File: src/rtl/core/ipef_pkg.sv
// Shared types and constants for the IP prefix event filter.
// Holds the stream beat layouts, the queue item, the config bundle and the codes.
// No dependencies.
`timescale 1ns / 1ps

package ipef_pkg;

    localparam int V4_ENTRIES  = 16;
    localparam int V6_ENTRIES  = 16;
    localparam int V4_IDX_W    = (V4_ENTRIES > 1) ? $clog2(V4_ENTRIES) : 1;
    localparam int V6_IDX_W    = (V6_ENTRIES > 1) ? $clog2(V6_ENTRIES) : 1;
    localparam int QUEUE_DEPTH = 2;

    localparam int IN_TDATA_W  = 376;
    localparam int OUT_TDATA_W = 328;
    localparam int CNT_REG_W   = 5;
    localparam int APB_ADDR_W  = 4;
    localparam int APB_DATA_W  = 32;

    // input opcodes
    localparam logic [1:0] OP_PACKET = 2'd0;
    localparam logic [1:0] OP_WR_V4  = 2'd1;
    localparam logic [1:0] OP_WR_V6  = 2'd2;

    localparam logic [3:0] IP_VER4 = 4'd4;
    localparam logic [3:0] IP_VER6 = 4'd6;

    localparam logic [7:0] MAX_PREFIX = 8'd128;

    // register indexes (paddr[3:2])
    localparam logic [1:0] REG_IPV4_COUNT = 2'd0;
    localparam logic [1:0] REG_IPV6_COUNT = 2'd1;
    localparam logic [1:0] REG_DROP_MODE  = 2'd2;

    typedef enum logic [1:0] {
        KIND_WR_V4,
        KIND_WR_V6,
        KIND_PKT_V4,
        KIND_PKT_V6
    } item_kind_t;

    // input tdata, last member in the lowest bits
    typedef struct packed {
        logic [6:0]  pad;
        logic [7:0]  entry_prefix;
        logic [31:0] entry_mask;
        logic [3:0]  entry_index;
        logic [63:0] dst_low;
        logic [63:0] dst_high;
        logic [63:0] src_low;
        logic [63:0] src_high;
        logic [3:0]  ip_version;
        logic [31:0] byte_count;
        logic [31:0] owner_id;
        logic        direction;
    } in_beat_t;

    // output tdata, last member in the lowest bits
    typedef struct packed {
        logic [6:0]  pad;
        logic [63:0] dst_low;
        logic [63:0] dst_high;
        logic [63:0] src_low;
        logic [63:0] src_high;
        logic [31:0] byte_count;
        logic [31:0] owner_id;
        logic        direction;
    } out_beat_t;

    typedef struct packed {
        item_kind_t  kind;
        logic        direction;
        logic [31:0] owner_id;
        logic [31:0] byte_count;
        logic [63:0] src_high;
        logic [63:0] src_low;
        logic [63:0] dst_high;
        logic [63:0] dst_low;
        logic [3:0]  entry_index;
        logic [31:0] entry_mask;
        logic [7:0]  entry_prefix;
    } work_item_t;

    typedef struct packed {
        logic [CNT_REG_W-1:0] ipv4_entry_count;
        logic [CNT_REG_W-1:0] ipv6_entry_count;
        logic                 drop_when_either;
    } filter_cfg_t;

endpackage

File: src/rtl/core/ipef_queue.sv
// Short FIFO between front and back end, carrying work items.
// Depends on ipef_pkg.
`timescale 1ns / 1ps

module ipef_queue
    import ipef_pkg::*;
(
    input  logic       clk,
    input  logic       rst_n,
    input  logic       push_valid,
    output logic       push_ready,
    input  work_item_t push_item,
    output logic       pop_valid,
    input  logic       pop_ready,
    output work_item_t pop_item
);

    localparam int PTR_W = (QUEUE_DEPTH > 1) ? $clog2(QUEUE_DEPTH) : 1;
    localparam int CNT_W = $clog2(QUEUE_DEPTH + 1);

    work_item_t       slot_reg [QUEUE_DEPTH];
    logic [PTR_W-1:0] wr_ptr_reg, wr_ptr_next;
    logic [PTR_W-1:0] rd_ptr_reg, rd_ptr_next;
    logic [CNT_W-1:0] count_reg, count_next;
    logic             push, pop;

    assign push_ready = (count_reg != CNT_W'(QUEUE_DEPTH));
    assign pop_valid  = (count_reg != '0);
    assign pop_item   = slot_reg[rd_ptr_reg];
    assign push       = push_valid && push_ready;
    assign pop        = pop_valid && pop_ready;

    always_comb
    begin
        wr_ptr_next = wr_ptr_reg;
        rd_ptr_next = rd_ptr_reg;
        count_next  = count_reg;
        if (push)
            wr_ptr_next = (wr_ptr_reg == PTR_W'(QUEUE_DEPTH - 1)) ? '0 : wr_ptr_reg + 1'b1;
        if (pop)
            rd_ptr_next = (rd_ptr_reg == PTR_W'(QUEUE_DEPTH - 1)) ? '0 : rd_ptr_reg + 1'b1;
        if (push && !pop)
            count_next = count_reg + 1'b1;
        else if (pop && !push)
            count_next = count_reg - 1'b1;
    end

    always_ff @(posedge clk or negedge rst_n)
    begin
        if (!rst_n)
        begin
            wr_ptr_reg <= '0;
            rd_ptr_reg <= '0;
            count_reg  <= '0;
        end
        else
        begin
            wr_ptr_reg <= wr_ptr_next;
            rd_ptr_reg <= rd_ptr_next;
            count_reg  <= count_next;
        end
    end

    always_ff @(posedge clk)
    begin
        if (push)
            slot_reg[wr_ptr_reg] <= push_item;
    end

    a_count_bound: assert property (@(posedge clk) disable iff (!rst_n)
        count_reg <= CNT_W'(QUEUE_DEPTH))
        else $error("queue count above depth");

    a_push_grows: assert property (@(posedge clk) disable iff (!rst_n)
        (push && !pop) |=> (count_reg == $past(count_reg) + 1'b1))
        else $error("queue count did not grow on push");

    a_pop_shrinks: assert property (@(posedge clk) disable iff (!rst_n)
        (pop && !push) |=> (count_reg == $past(count_reg) - 1'b1))
        else $error("queue count did not shrink on pop");

endmodule

File: config.mk
export PLATFORM = sky130hd
export DESIGN_NAME = ipef_queue
export DESIGN_NICKNAME = d
export VERILOG_FILES = /design/src/rtl/core/ipef_pkg.sv /design/src/rtl/core/ipef_queue.sv
export SDC_FILE = /design/constraint.sdc
export NUM_CORES = 1
export LEC_CHECK = 0
export BUFFER_PORTS_ARGS = -buffer_cell sky130_fd_sc_hd__clkbuf_2
export CAP_MARGIN = 20
export CORE_AREA = 3 3 287 289
export CTS_CLUSTER_SIZE = 14
export DETAILED_ROUTE_END_ITERATION = 12
export DIE_AREA = 0 0 290 292
export GPL_TIMING_DRIVEN = 0
export MAX_ROUTING_LAYER = met4
export SLEW_MARGIN = 40
export SYNTH_ARGS = -nofsm -noshare
export SYNTH_HDL_FRONTEND = slang
export SYNTH_SLANG_ARGS = --single-unit
File: constraint.sdc
create_clock -name clk -period 31 [get_ports clk]
set_input_delay 6.2 -clock clk [delete_from_list [all_inputs] [get_ports clk]]
set_output_delay 6.2 -clock clk [all_outputs]
set_load 0.005 [all_outputs]
==> metrics.txt <==
leakage=14.5 nW; Max-cap violations=0; CP max stage delay=480 ps; Worst Setup Path Type=register to primary output; post-CTS setup buffer count=0; HP Class=register to register; GPL Wtd Cong=0.804; Reg clk slew, reported paths=around 60 ps; setup violators final=0; critical path required time=around 25000 ps; grt total ovfl=0; pin count of the biggest net entering global routing=40; reg2reg start=count_reg[0]; Critical R2R Capture=slot_reg[1][276]; crit path DAT=2190 ps; Yosys cell types=16; Crit path buffers/inverters=3; Worst setup EP type=primary output; CTS root buf=clkbuf_16; Switch Pwr=0.990 mW; global-route wire length before repair=97800 um; Vias=14133; Tcrit/Tclk final=0.271; Syn Nets=~1500; Starting Density=0.349; Hold-fix buffers, CTS=0; RSZ-0062 raised after global routing=no; crit-path leading delay family=buffers and inverters; DR pass1 iterations=4; R2R depth=8; Hold Path Stages=1; Die X=290 um; Slew Limit Headroom=0.684; die area=84700 um2; number of global-route vias before repair=15319; number of flip-flops under the largest register name=734; CP cell instances=buf_6 -> buf_2 -> mux2_2 -> clkbuf_2; critical path fanouts, max=10; fin. max-slew vios=0; initial antenna violation count=12; outcome=complete, no violations; Cells after Synth=between 1000 and 1500; Setup TNS=0 ps; Initial DRC Count=568; most common cell after layout, fill and taps aside=clkbuf_2; Max Fclk=0.119 GHz; Comb pwr share=0.330; crit path time final=8390 ps; Worst R2R Setup Slack=approximately 28000 ps; # clock sinks=738; Area Overhead vs Synth=29.8%; Die Ht=292 um; clock buffer depth=3; most frequent cells in the layout=clkbuf_2 (739), edfxtp_1 (734), mux2_4 (301), clkbuf_16 (82), mux2_2 (66); Total Wirelength=67600 um; final hold violations=0; largest family of logic cells by synthesized area=multiplexers; Switching Share=0.283; Peak VDD IR=62.1 uV; hold slack=approximately 520 ps; synth warn=0; Adder-Cell Fraction of Synth Area=0.000447; worst slew pin tran=474 ps; Post-Synth Simple-Gate Area=0.00121; mux share of post-synthesis cell area=0.188; htree depth=3; Core ar.=80200 um2; Worst setup SP type=register; Mean Syn Cell Area=between 20 and 25 um2; Seq/Total Area, Yosys=0.791; CTS tree=yes; post-DP HPWL=51400 um; fin nets=2388; share of cells above drive strength 1=0.624; synthesized flop and latch total=738; clk_lat worst skew=just over 600 ps; CTS buffer count=81; Synth Area in XOR/XNOR=0.00156; Via density=4.49; filler cell count=6990; Row Count=104; clk_skew=33.3 ps; num ports=between 700 and 800; Min-Delay Startpoint=count_reg[1]; Seq pwr share=0.404; pwr dens=96.1 nW/um2; All-Layer GR Usage=0.158; clock power share=0.266; Internal Power=2.50 mW; IO buf count=739; Synth Cell Area=28000 um2; Worst Hold End=count_reg[1]; Routed Antenna Nets=0; post-CTS sizing=0; Slowest-stage cell, CP=mux2_2; complex-gate fraction of the synthesized area=0; routed len/inst=~21 um; # DRC=0
cell usage after synthesis:
master / count / area share
edfxtp_1: 734 / 0.79
mux2_2: 66 / 0.027
mux2_4: 301 / 0.16
inv_1: 1 / 0.00013
xnor2_1: 3 / 0.00094
nand2b_1: 1 / 0.00022
dfrtp_1: 4 / 0.0036
buf_2: 4 / 0.00072
or2_2: 1 / 0.00022
and3_1: 1 / 0.00022
nand2_1: 2 / 0.00027
xor2_1: 2 / 0.00063
buf_8: 13 / 0.0070
buf_6: 24 / 0.0097
ha_1: 1 / 0.00045
nor2_1: 2 / 0.00027
power groups by stage:
| stage | clock (mW) | sequential (mW) | combinational, mW |
|---|---|---|---|
| after floorplan | 0 | 1.55 | 0.668 |
| after global placement | 0 | 1.64 | 1.10 |
| after detailed placement | 0 | 1.43 | 1.18 |
| after CTS | 0.960 | 1.41 | 1.18 |
| after global routing | 1.00 | 1.43 | 1.23 |
| final | 0.930 | 1.41 | 1.15 |
per-stage QoR:
stage	area, um2	util	total power [mW]	worst slack, ps	std cells
after floorplan	28000	-	2.22	8420	1160
after global placement	33000	0.412	2.73	-458	2959
after detailed placement	33700	0.421	2.61	22260	2993
after CTS	36300	0.453	3.55	22480	3139
after global routing	36300	0.453	3.66	22490	3150
final	36300	0.453	3.49	22610	3150
how the worst max path moves through the flow:
stage / from / cells past startpoint / to / slack, ps
after CTS: rd_ptr_reg / 4 / pop_item[1] / 22480
final: rd_ptr_reg / 4 / pop_item[1] / 22610
after global routing: rd_ptr_reg / 4 / pop_item[1] / 22490
after global placement: push_valid / 3 / slot_reg[0][314] / -460
after floorplan: push_valid / 2 / slot_reg[0][0] / 8420
after detailed placement: push_valid / 8 / slot_reg[1][303] / 22260
kinds of logic after synthesis:
logic type,after synthesis
DFF,738
xor gates and xnor gates,5
buffers and inverters,42
muxes,367
adders and majority gates,1
and+or+nand+nor,7
area by class of cell:
class	count	area, um2	share of cell area
tap	1060	1330	0.0365
multi-input combinational	380	5370	0.148
buffer	41	485	0.0134
clock inverter	42	462	0.0127
timing repair buffer	773	4390	0.121
sequential	738	22100	0.609
clock buffer	104	2130	0.0587
antenna	11	27.5	0.000758
inverter	1	3.75	0.000103
metal layers:
metal	track usage	routed length [um]	vias up	part of all wire
li1	-	-	6391	-
met1	0.167	24400	7116	0.36
met2	0.277	36100	497	0.53
met3	0.0475	4900	129	0.072
met4	0.0664	2210	0	0.033
met5	-	0	-	0
No activity file was read; power rests on OpenSTA's default activity.
