===== config.mk =====
export PLATFORM = sky130hd
export DESIGN_NAME = ipef_front
export DESIGN_NICKNAME = d
export VERILOG_FILES = /design/src/rtl/core/ipef_pkg.sv /design/src/rtl/core/ipef_front.sv
export SDC_FILE = /design/constraint.sdc
export NUM_CORES = 1
export LEC_CHECK = 0
export BUFFER_PORTS_ARGS = -buffer_cell sky130_fd_sc_hd__buf_2
export CAP_MARGIN = 10
export CORE_AREA = 2 2 292 294
export DETAILED_ROUTE_END_ITERATION = 6
export DIE_AREA = 0 0 294 296
export GPL_ROUTABILITY_DRIVEN = 0
export PLACE_DENSITY = 0.33
export SYNTH_ARGS = -nofsm -noshare
export SYNTH_HDL_FRONTEND = slang
export SYNTH_SLANG_ARGS = --single-unit

===== constraint.sdc =====
create_clock -name vclk -period 1
set_clock_uncertainty 0.1 [all_clocks]
set_input_delay 0.1 -clock vclk [all_inputs]
set_output_delay 0.1 -clock vclk [all_outputs]
set_load 0.02 [all_outputs]

===== src/rtl/core/ipef_pkg.sv =====
// Shared types and constants for the IP prefix event filter.
// Holds the stream beat layouts, the queue item, the config bundle and the codes.
// No dependencies.
`timescale 1ns / 1ps

package ipef_pkg;

    localparam int V4_ENTRIES  = 16;
    localparam int V6_ENTRIES  = 16;
    localparam int V4_IDX_W    = (V4_ENTRIES > 1) ? $clog2(V4_ENTRIES) : 1;
    localparam int V6_IDX_W    = (V6_ENTRIES > 1) ? $clog2(V6_ENTRIES) : 1;
    localparam int QUEUE_DEPTH = 2;

    localparam int IN_TDATA_W  = 376;
    localparam int OUT_TDATA_W = 328;
    localparam int CNT_REG_W   = 5;
    localparam int APB_ADDR_W  = 4;
    localparam int APB_DATA_W  = 32;

    // input opcodes
    localparam logic [1:0] OP_PACKET = 2'd0;
    localparam logic [1:0] OP_WR_V4  = 2'd1;
    localparam logic [1:0] OP_WR_V6  = 2'd2;

    localparam logic [3:0] IP_VER4 = 4'd4;
    localparam logic [3:0] IP_VER6 = 4'd6;

    localparam logic [7:0] MAX_PREFIX = 8'd128;

    // register indexes (paddr[3:2])
    localparam logic [1:0] REG_IPV4_COUNT = 2'd0;
    localparam logic [1:0] REG_IPV6_COUNT = 2'd1;
    localparam logic [1:0] REG_DROP_MODE  = 2'd2;

    typedef enum logic [1:0] {
        KIND_WR_V4,
        KIND_WR_V6,
        KIND_PKT_V4,
        KIND_PKT_V6
    } item_kind_t;

    // input tdata, last member in the lowest bits
    typedef struct packed {
        logic [6:0]  pad;
        logic [7:0]  entry_prefix;
        logic [31:0] entry_mask;
        logic [3:0]  entry_index;
        logic [63:0] dst_low;
        logic [63:0] dst_high;
        logic [63:0] src_low;
        logic [63:0] src_high;
        logic [3:0]  ip_version;
        logic [31:0] byte_count;
        logic [31:0] owner_id;
        logic        direction;
    } in_beat_t;

    // output tdata, last member in the lowest bits
    typedef struct packed {
        logic [6:0]  pad;
        logic [63:0] dst_low;
        logic [63:0] dst_high;
        logic [63:0] src_low;
        logic [63:0] src_high;
        logic [31:0] byte_count;
        logic [31:0] owner_id;
        logic        direction;
    } out_beat_t;

    typedef struct packed {
        item_kind_t  kind;
        logic        direction;
        logic [31:0] owner_id;
        logic [31:0] byte_count;
        logic [63:0] src_high;
        logic [63:0] src_low;
        logic [63:0] dst_high;
        logic [63:0] dst_low;
        logic [3:0]  entry_index;
        logic [31:0] entry_mask;
        logic [7:0]  entry_prefix;
    } work_item_t;

    typedef struct packed {
        logic [CNT_REG_W-1:0] ipv4_entry_count;
        logic [CNT_REG_W-1:0] ipv6_entry_count;
        logic                 drop_when_either;
    } filter_cfg_t;

endpackage


===== src/rtl/core/ipef_front.sv =====
// Front end: unpacks an input beat, classifies it and forms a queue item.
// Depends on ipef_pkg.
`timescale 1ns / 1ps

module ipef_front
    import ipef_pkg::*;
(
    input  logic                  s_tvalid,
    output logic                  s_tready,
    input  logic [IN_TDATA_W-1:0] s_tdata,
    input  logic [1:0]            s_tuser,
    output logic                  push_valid,
    input  logic                  push_ready,
    output work_item_t            push_item
);

    in_beat_t beat;
    logic     keep;

    assign beat     = in_beat_t'(s_tdata);
    assign s_tready = push_ready;

    always_comb
    begin
        keep                   = 1'b1;
        push_item.kind         = KIND_PKT_V4;
        push_item.direction    = beat.direction;
        push_item.owner_id     = beat.owner_id;
        push_item.byte_count   = beat.byte_count;
        push_item.src_high     = beat.src_high;
        push_item.src_low      = beat.src_low;
        push_item.dst_high     = beat.dst_high;
        push_item.dst_low      = beat.dst_low;
        push_item.entry_index  = beat.entry_index;
        push_item.entry_mask   = beat.entry_mask;
        push_item.entry_prefix = (beat.entry_prefix > MAX_PREFIX) ? MAX_PREFIX
                                                                  : beat.entry_prefix;
        case (s_tuser)
            OP_WR_V4: push_item.kind = KIND_WR_V4;
            OP_WR_V6: push_item.kind = KIND_WR_V6;
            OP_PACKET:
            begin
                if (beat.ip_version == IP_VER4)
                begin
                    // IPv4: only the low 32 bits of each low word count
                    push_item.kind     = KIND_PKT_V4;
                    push_item.src_high = '0;
                    push_item.dst_high = '0;
                    push_item.src_low  = {32'd0, beat.src_low[31:0]};
                    push_item.dst_low  = {32'd0, beat.dst_low[31:0]};
                end
                else if (beat.ip_version == IP_VER6)
                begin
                    push_item.kind = KIND_PKT_V6;
                end
                else
                begin
                    keep = 1'b0;
                end
            end
            default: keep = 1'b0;
        endcase
    end

    // items that give no result and change no state are consumed here
    assign push_valid = s_tvalid && keep;

endmodule


==> metrics, run 1 <==
status=finished, violations left; failing checks=negative setup slack; share of layout cells above drive strength 1=0.738; maxcap violations=0; arrival time worst endpoint=approximately 1300 ps; GR Util met3=0.0303; Seq/Total Area, Yosys=0; HPWL Detailed=19.9 mm; worst min path class=in2out; largest area contributor in the netlist=a21boi_1; Mapped Cells=420; DRC violations left=0; most common cell after layout, fill and taps aside=buf_2; chip width=294 um; Post-Route WL=23.1 mm; RSZ-0062 raised after global routing=true; Hold Buf Count CTS=0; sequential cells=0; hold depth=0; post-synth top area share=0.431; Core Area=84200 sq um; nets=roughly 1.1k; largest net degree at the start of global routing=55; Critical Path End Type=primary output; total grt overflow=0; final hold violations=0; DRT iter0 DRCs=79; met1 usage=0.0429; Post-Layout Cell Count=1769; Setup WS post-layout=-543 ps; GRT met2 Usage=0.0781; CP most frequent cell=buf_12; setup TNS=-93010 ps; Yosys cell types=15; slowest stage delay, CP=300 ps; fin area=6120 sq um; Area Overhead vs Synth=94.9%; PwrDens=approximately 410 nW/um^2; vias=3818; Placed Instances=around 1.8k; GR peak layer=met2; CP cell instances=buf_12, inv_12, ha_4, and4bb_4, buf_12, buf_6, a21boi_1, buf_2; Critical Path Fanout Max=16; hold_ws=about 100 ps; Req. time, crit path=about 800 ps; total leakage power=between 0.002 and 0.003 uW; Avg Inst Size Synth=about 7.5 sq um; Crit Path Class=in2out; CP max stage cell=and4bb_4; largest cells by area after synthesis=a21boi_1, buf_4, buf_6; Routed Antenna Nets=0; max-slew violations=0; DRT Pass-1 Iters=4; first-pass GRT wire length=approximately 28 mm; vias in the first global route=3568; Buffers on Ports=410; Worst setup SP type=input port; total number of yosys warnings=0; GRT Util Overall=0.0465; Tmin final=approximately 1500 ps; initial core utilization=0.0373; f_max=0.648 GHz; Core Rows=107; initial antenna violation count=13; Syn Std Cell Area=3140 sq um; Finished Core Util=0.0726; Sequential Area=0 sq um; Worst Tran Pin Value=roughly 250 ps; final count of negative-setup-slack endpoints=194; I/O pin total=roughly 750; die area=roughly 87000 sq um; syn_nets=approximately 800; VDD IR-drop max=around 0.16 mV; height of the die=roughly 300 um; Placed Area=5630 sq um; Via density=around 2.2; period utilization=1.54; clock buf count=0; worst relative slew slack=0.834; Routed WL per cell=~13 um; most frequent cells in the layout=buf_2, a21boi_1, buf_4
power by group:
part | internal (uW) | switching (uW)
clock network | 0.000282 | 0
logic | 1140 | 1350
registers | 0 | 0
metrics by stage:
step                total power, uW  setup WS [ps]
finish                         2490           -543
global route                   2680           -603
CTS                            2490           -557
detailed placement             2370           -724
global placement               2400           -692
floorplan                      2160           -301
worst paths after layout:
check	from	endpoint	slack (ps)
max	s_tuser[1]	push_item[88]	-540
min	s_tdata[144]	push_item[183]	100
area by class of cell:
| cell class | count | area [sq um] |
|---|---|---|
| inverters | 4 | 37.5 |
| well taps | 1090 | 1360 |
| fillers | 9863 | 78100 |
| multi-input cells | 207 | 1800 |
| diodes | 3 | 7.51 |
| repair buffers | 465 | 2910 |
kinds of logic after synthesis:
family	Yosys count	share of synthesized area
AOI/OAI and AO/OA	194	0.463
adders and majority gates	2	0.00797
buffers and inverters	213	0.502
and+or+nand+nor	11	0.0267
routing by layer:
| metal | vias to the layer above | routed length [um] |
|---|---|---|
| li1 | 1780 | - |
| met1 | 1617 | 7520 |
| met2 | 313 | 10400 |
| met3 | 92 | 3670 |
| met4 | 16 | 1440 |
| met5 | - | 93 |
cells in the mapped netlist:
| master | instances |
|---|---|
| nand2b_1 | 2 |
| inv_2 | 1 |
| ha_1 | 2 |
| and4bb_4 | 1 |
| nor2b_1 | 7 |
| buf_6 | 20 |
| inv_1 | 3 |
| o22ai_1 | 1 |
| nand4bb_1 | 1 |
| a21boi_1 | 180 |
| a21oi_1 | 1 |
| buf_4 | 166 |
| a21boi_0 | 12 |
| clkbuf_1 | 20 |
| buf_2 | 3 |
critical path, delay by kind of cell:
| family | cells | cell delay [ps] |
|---|---|---|
| AO/OA/AOI/OAI | 1 | 80 |
| adder cells (fa/ha/maj) | 1 | 130 |
| buffers and inverters | 5 | 680 |
| AND/OR/NAND/NOR | 1 | 300 |
what timing repair did:
| action | CTS | global route |
|---|---|---|
| cloned | 3 | 0 |
| pin swaps | 2 | 4 |
| setup endpoints to repair | 195 | 195 |
| buffers inserted | 6 | 2 |
| resized for setup | 66 | 37 |
(Power assumes the default switching activity.)
==> inputs of run 2 (changes only) <==
- ABC_AREA: not set -> 1
- CORE_AREA: 2 2 292 294 -> 2 2 294 296
- DIE_AREA: 0 0 294 296 -> 0 0 296 298
- PLACE_DENSITY: 0.33 -> 0.32
- SLEW_MARGIN: not set -> 10
- clock period: 1 -> 1.45 ns (I/O delays scaled with it)
==> run 2 against run 1 <==
Net effect: the flow still finishes with violations (negative setup slack); critical path depth is 3 higher; combinational power decreased by 30%; non-clock buffer count decreased by 20; setup slack better by 470 ps; count of clock-buffer cells in the layout is the same; critical endpoint is now push_item[95]; highest routed layer is now met4.
==> metrics, run 2 <==
nets=between 1k and 1.5k; Mapped Cells=slightly above 600; Sequential Power Share=0; Sequential Area=0 sq um; DRT Pass-1 Iters=4; Critical Path End Type=primary output; Fill cells=10.1k; Tot Pwr=~1700 uW; initial antenna violation count=21; Int Pwr=779 uW; post-synth top area share=0.402; Tmin final=1520 ps; Crit Path Class=in2out; worst min path class=in2out; Seq/Total Area, Yosys=0; clock power share=0; total leakage power=around 0.0036 uW; I/O pin total=roughly 750; Combinational Power Share=1.000; Post-Layout Cell Count=between 2k and 2.5k; slowest stage delay, CP=170 ps; die area=~88000 sq um; syn_nets=about 1000; P_sw=961 uW; sequential cells=0; initial core utilization=0.0366; largest cells by area after synthesis=buf_4, inv_1, nor2_1; first-pass GRT wire length=between 30 and 40 mm; failing checks=negative setup slack; GRT Util Overall=0.0636; status=finished, violations left; worst relative slew slack=0.820; Worst Tran Pin Value=between 200 and 300 ps; Syn Std Cell Area=just over 3000 sq um; Setup WS post-layout=-71.1 ps; final hold violations=0; Via density=between 2 and 2.5; Hold Buf Count CTS=0; Avg Inst Size Synth=about 5.1 sq um; Yosys cell types=10; vias=4292; total number of yosys warnings=0; largest area contributor in the netlist=buf_4; arrival time worst endpoint=around 1300 ps; total grt overflow=0; DRC violations left=0; Placed Instances=~2k; CP cell instances=buf_8, inv_6, ha_4, inv_4, nor2_4, nand2_4, clkinv_8, buf_16, buf_16, nor2_1, buf_4; height of the die=between 200 and 300 um; fin area=between 6000 and 7000 sq um; chip width=~300 um; RSZ-0062 raised after global routing=true; top-count cell post-synth=inv_1; VDD IR-drop max=about 0.078 mV; Routed WL per cell=15.3 um; largest net degree at the start of global routing=22; Routed Antenna Nets=0; CP max stage cell=buf_16; period utilization=1.05; sw frac=0.552; HPWL Detailed=roughly 28 mm; vias in the first global route=~4.3k; Buffers on Ports=roughly 400; Critical Path Fanout Max=11; final count of negative-setup-slack endpoints=~130; Core Rows=107; Req. time, crit path=1210 ps; f_max=roughly 0.66 GHz; share of layout cells above drive strength 1=0.610; Placed Area=between 5000 and 6000 sq um; synth cell count leaders=inv_1, nor2_1, buf_4; Worst setup SP type=input port; CP most frequent cell=buf_16; Post-Route WL=~30 mm; Area Overhead vs Synth=112%; most frequent cells in the layout=buf_2, inv_1, nor2_1; maxcap violations=0; clock buf count=0; max-slew violations=0; PwrDens=264 nW/um^2; Core Area=84900 sq um; DRT iter0 DRCs=89; most common cell after layout, fill and taps aside=buf_2
[run 2: changes by cell type in the layout (fill, tap and decap cells not counted), moves of 4 or more]
cell      before  now
buf_6         13   71
nor2_4         0   41
inv_1          1  204
buf_4         74   64
buf_8          1    8
nor2b_1        7    0
buf_12        16    6
a21boi_2      13    0
a21boi_1     164    0
buf_2        358  294
nor2_2         0   34
a21boi_4      15    0
diode_2        3    7
nor2_1         0  131
[run 2: power by group through the flow]
| stage | clock network (uW) | logic (uW) | registers (uW) |
|---|---|---|---|
| 4_1_cts | 0 | 1630 | 0 |
| 5_1_grt | 0.000370 | 1900 | 0 |
| 2_1_floorplan | 0 | 1380 | 0 |
| 3_3_place_gp | 0 | 1460 | 0 |
| 6_report | 0.000658 | 1740 | 0 |
| 3_5_place_dp | 0 | 1450 | 0 |
[run 2: timing repair]
item | CTS | global route
gates cloned | 4 | 0
pin swaps | 4 | 4
resized for setup | 189 | 154
endpoints found under the setup margin | 194 | 194
setup buffers | 6 | 1
[run 2: area by class of cell]
type,count,area (sq um),share of cell area
diodes,7,17.5,0.00266
repair buffers,445,3050,0.463
multi-input cells,217,1280,0.194
well taps,1144,1430,0.217
inverters,209,807,0.123
[run 2: cell families (layout without fill, tap and decap cells)]
kind of cell             Yosys count  count (layout)  share of synthesized area
other                              0               7                          0
adder cells (fa/ha/maj)            2               2                    0.00806
AND/OR/NAND/NOR                  214             214                      0.260
AO/OA/AOI/OAI                      1               1                    0.00161
buffers and inverters            397             654                      0.730
[run 2: per-stage QoR]
stage,utilization,setup slack [ps],TNS (ps),hold slack (ps)
final,0.0776,-71.1,-4620,190
after global routing,0.0775,-140,-15530,190
after CTS,0.0717,-126,-14050,190
after detailed placement,0.0636,-313,-44560,190
after global placement,0.0636,-358,-56450,190
after floorplan,-,71.9,0,270
[run 2: path summary, 6_finish.rpt]
| check | startpoint | endpoint | slack [ps] | depth (start not counted) |
|---|---|---|---|---|
| max | s_tuser[0] | push_item[95] | -70 | 11 |
| min | s_tdata[164] | push_item[203] | 190 | 0 |
[run 2: routing by layer]
metal	vias to the layer above	GRT usage	share of wire
met5	-	0	0
met4	0	0.0311	0.058
met3	124	0.0590	0.23
met2	488	0.117	0.49
met1	1707	0.0405	0.23
li1	1973	-	-
[run 2: worst max-delay path: cells and delay by family]
family / cells / cell delay (ps)
buffers and inverters: 7 / 730
adder cells (fa/ha/maj): 1 / 150
AND/OR/NAND/NOR: 3 / 210
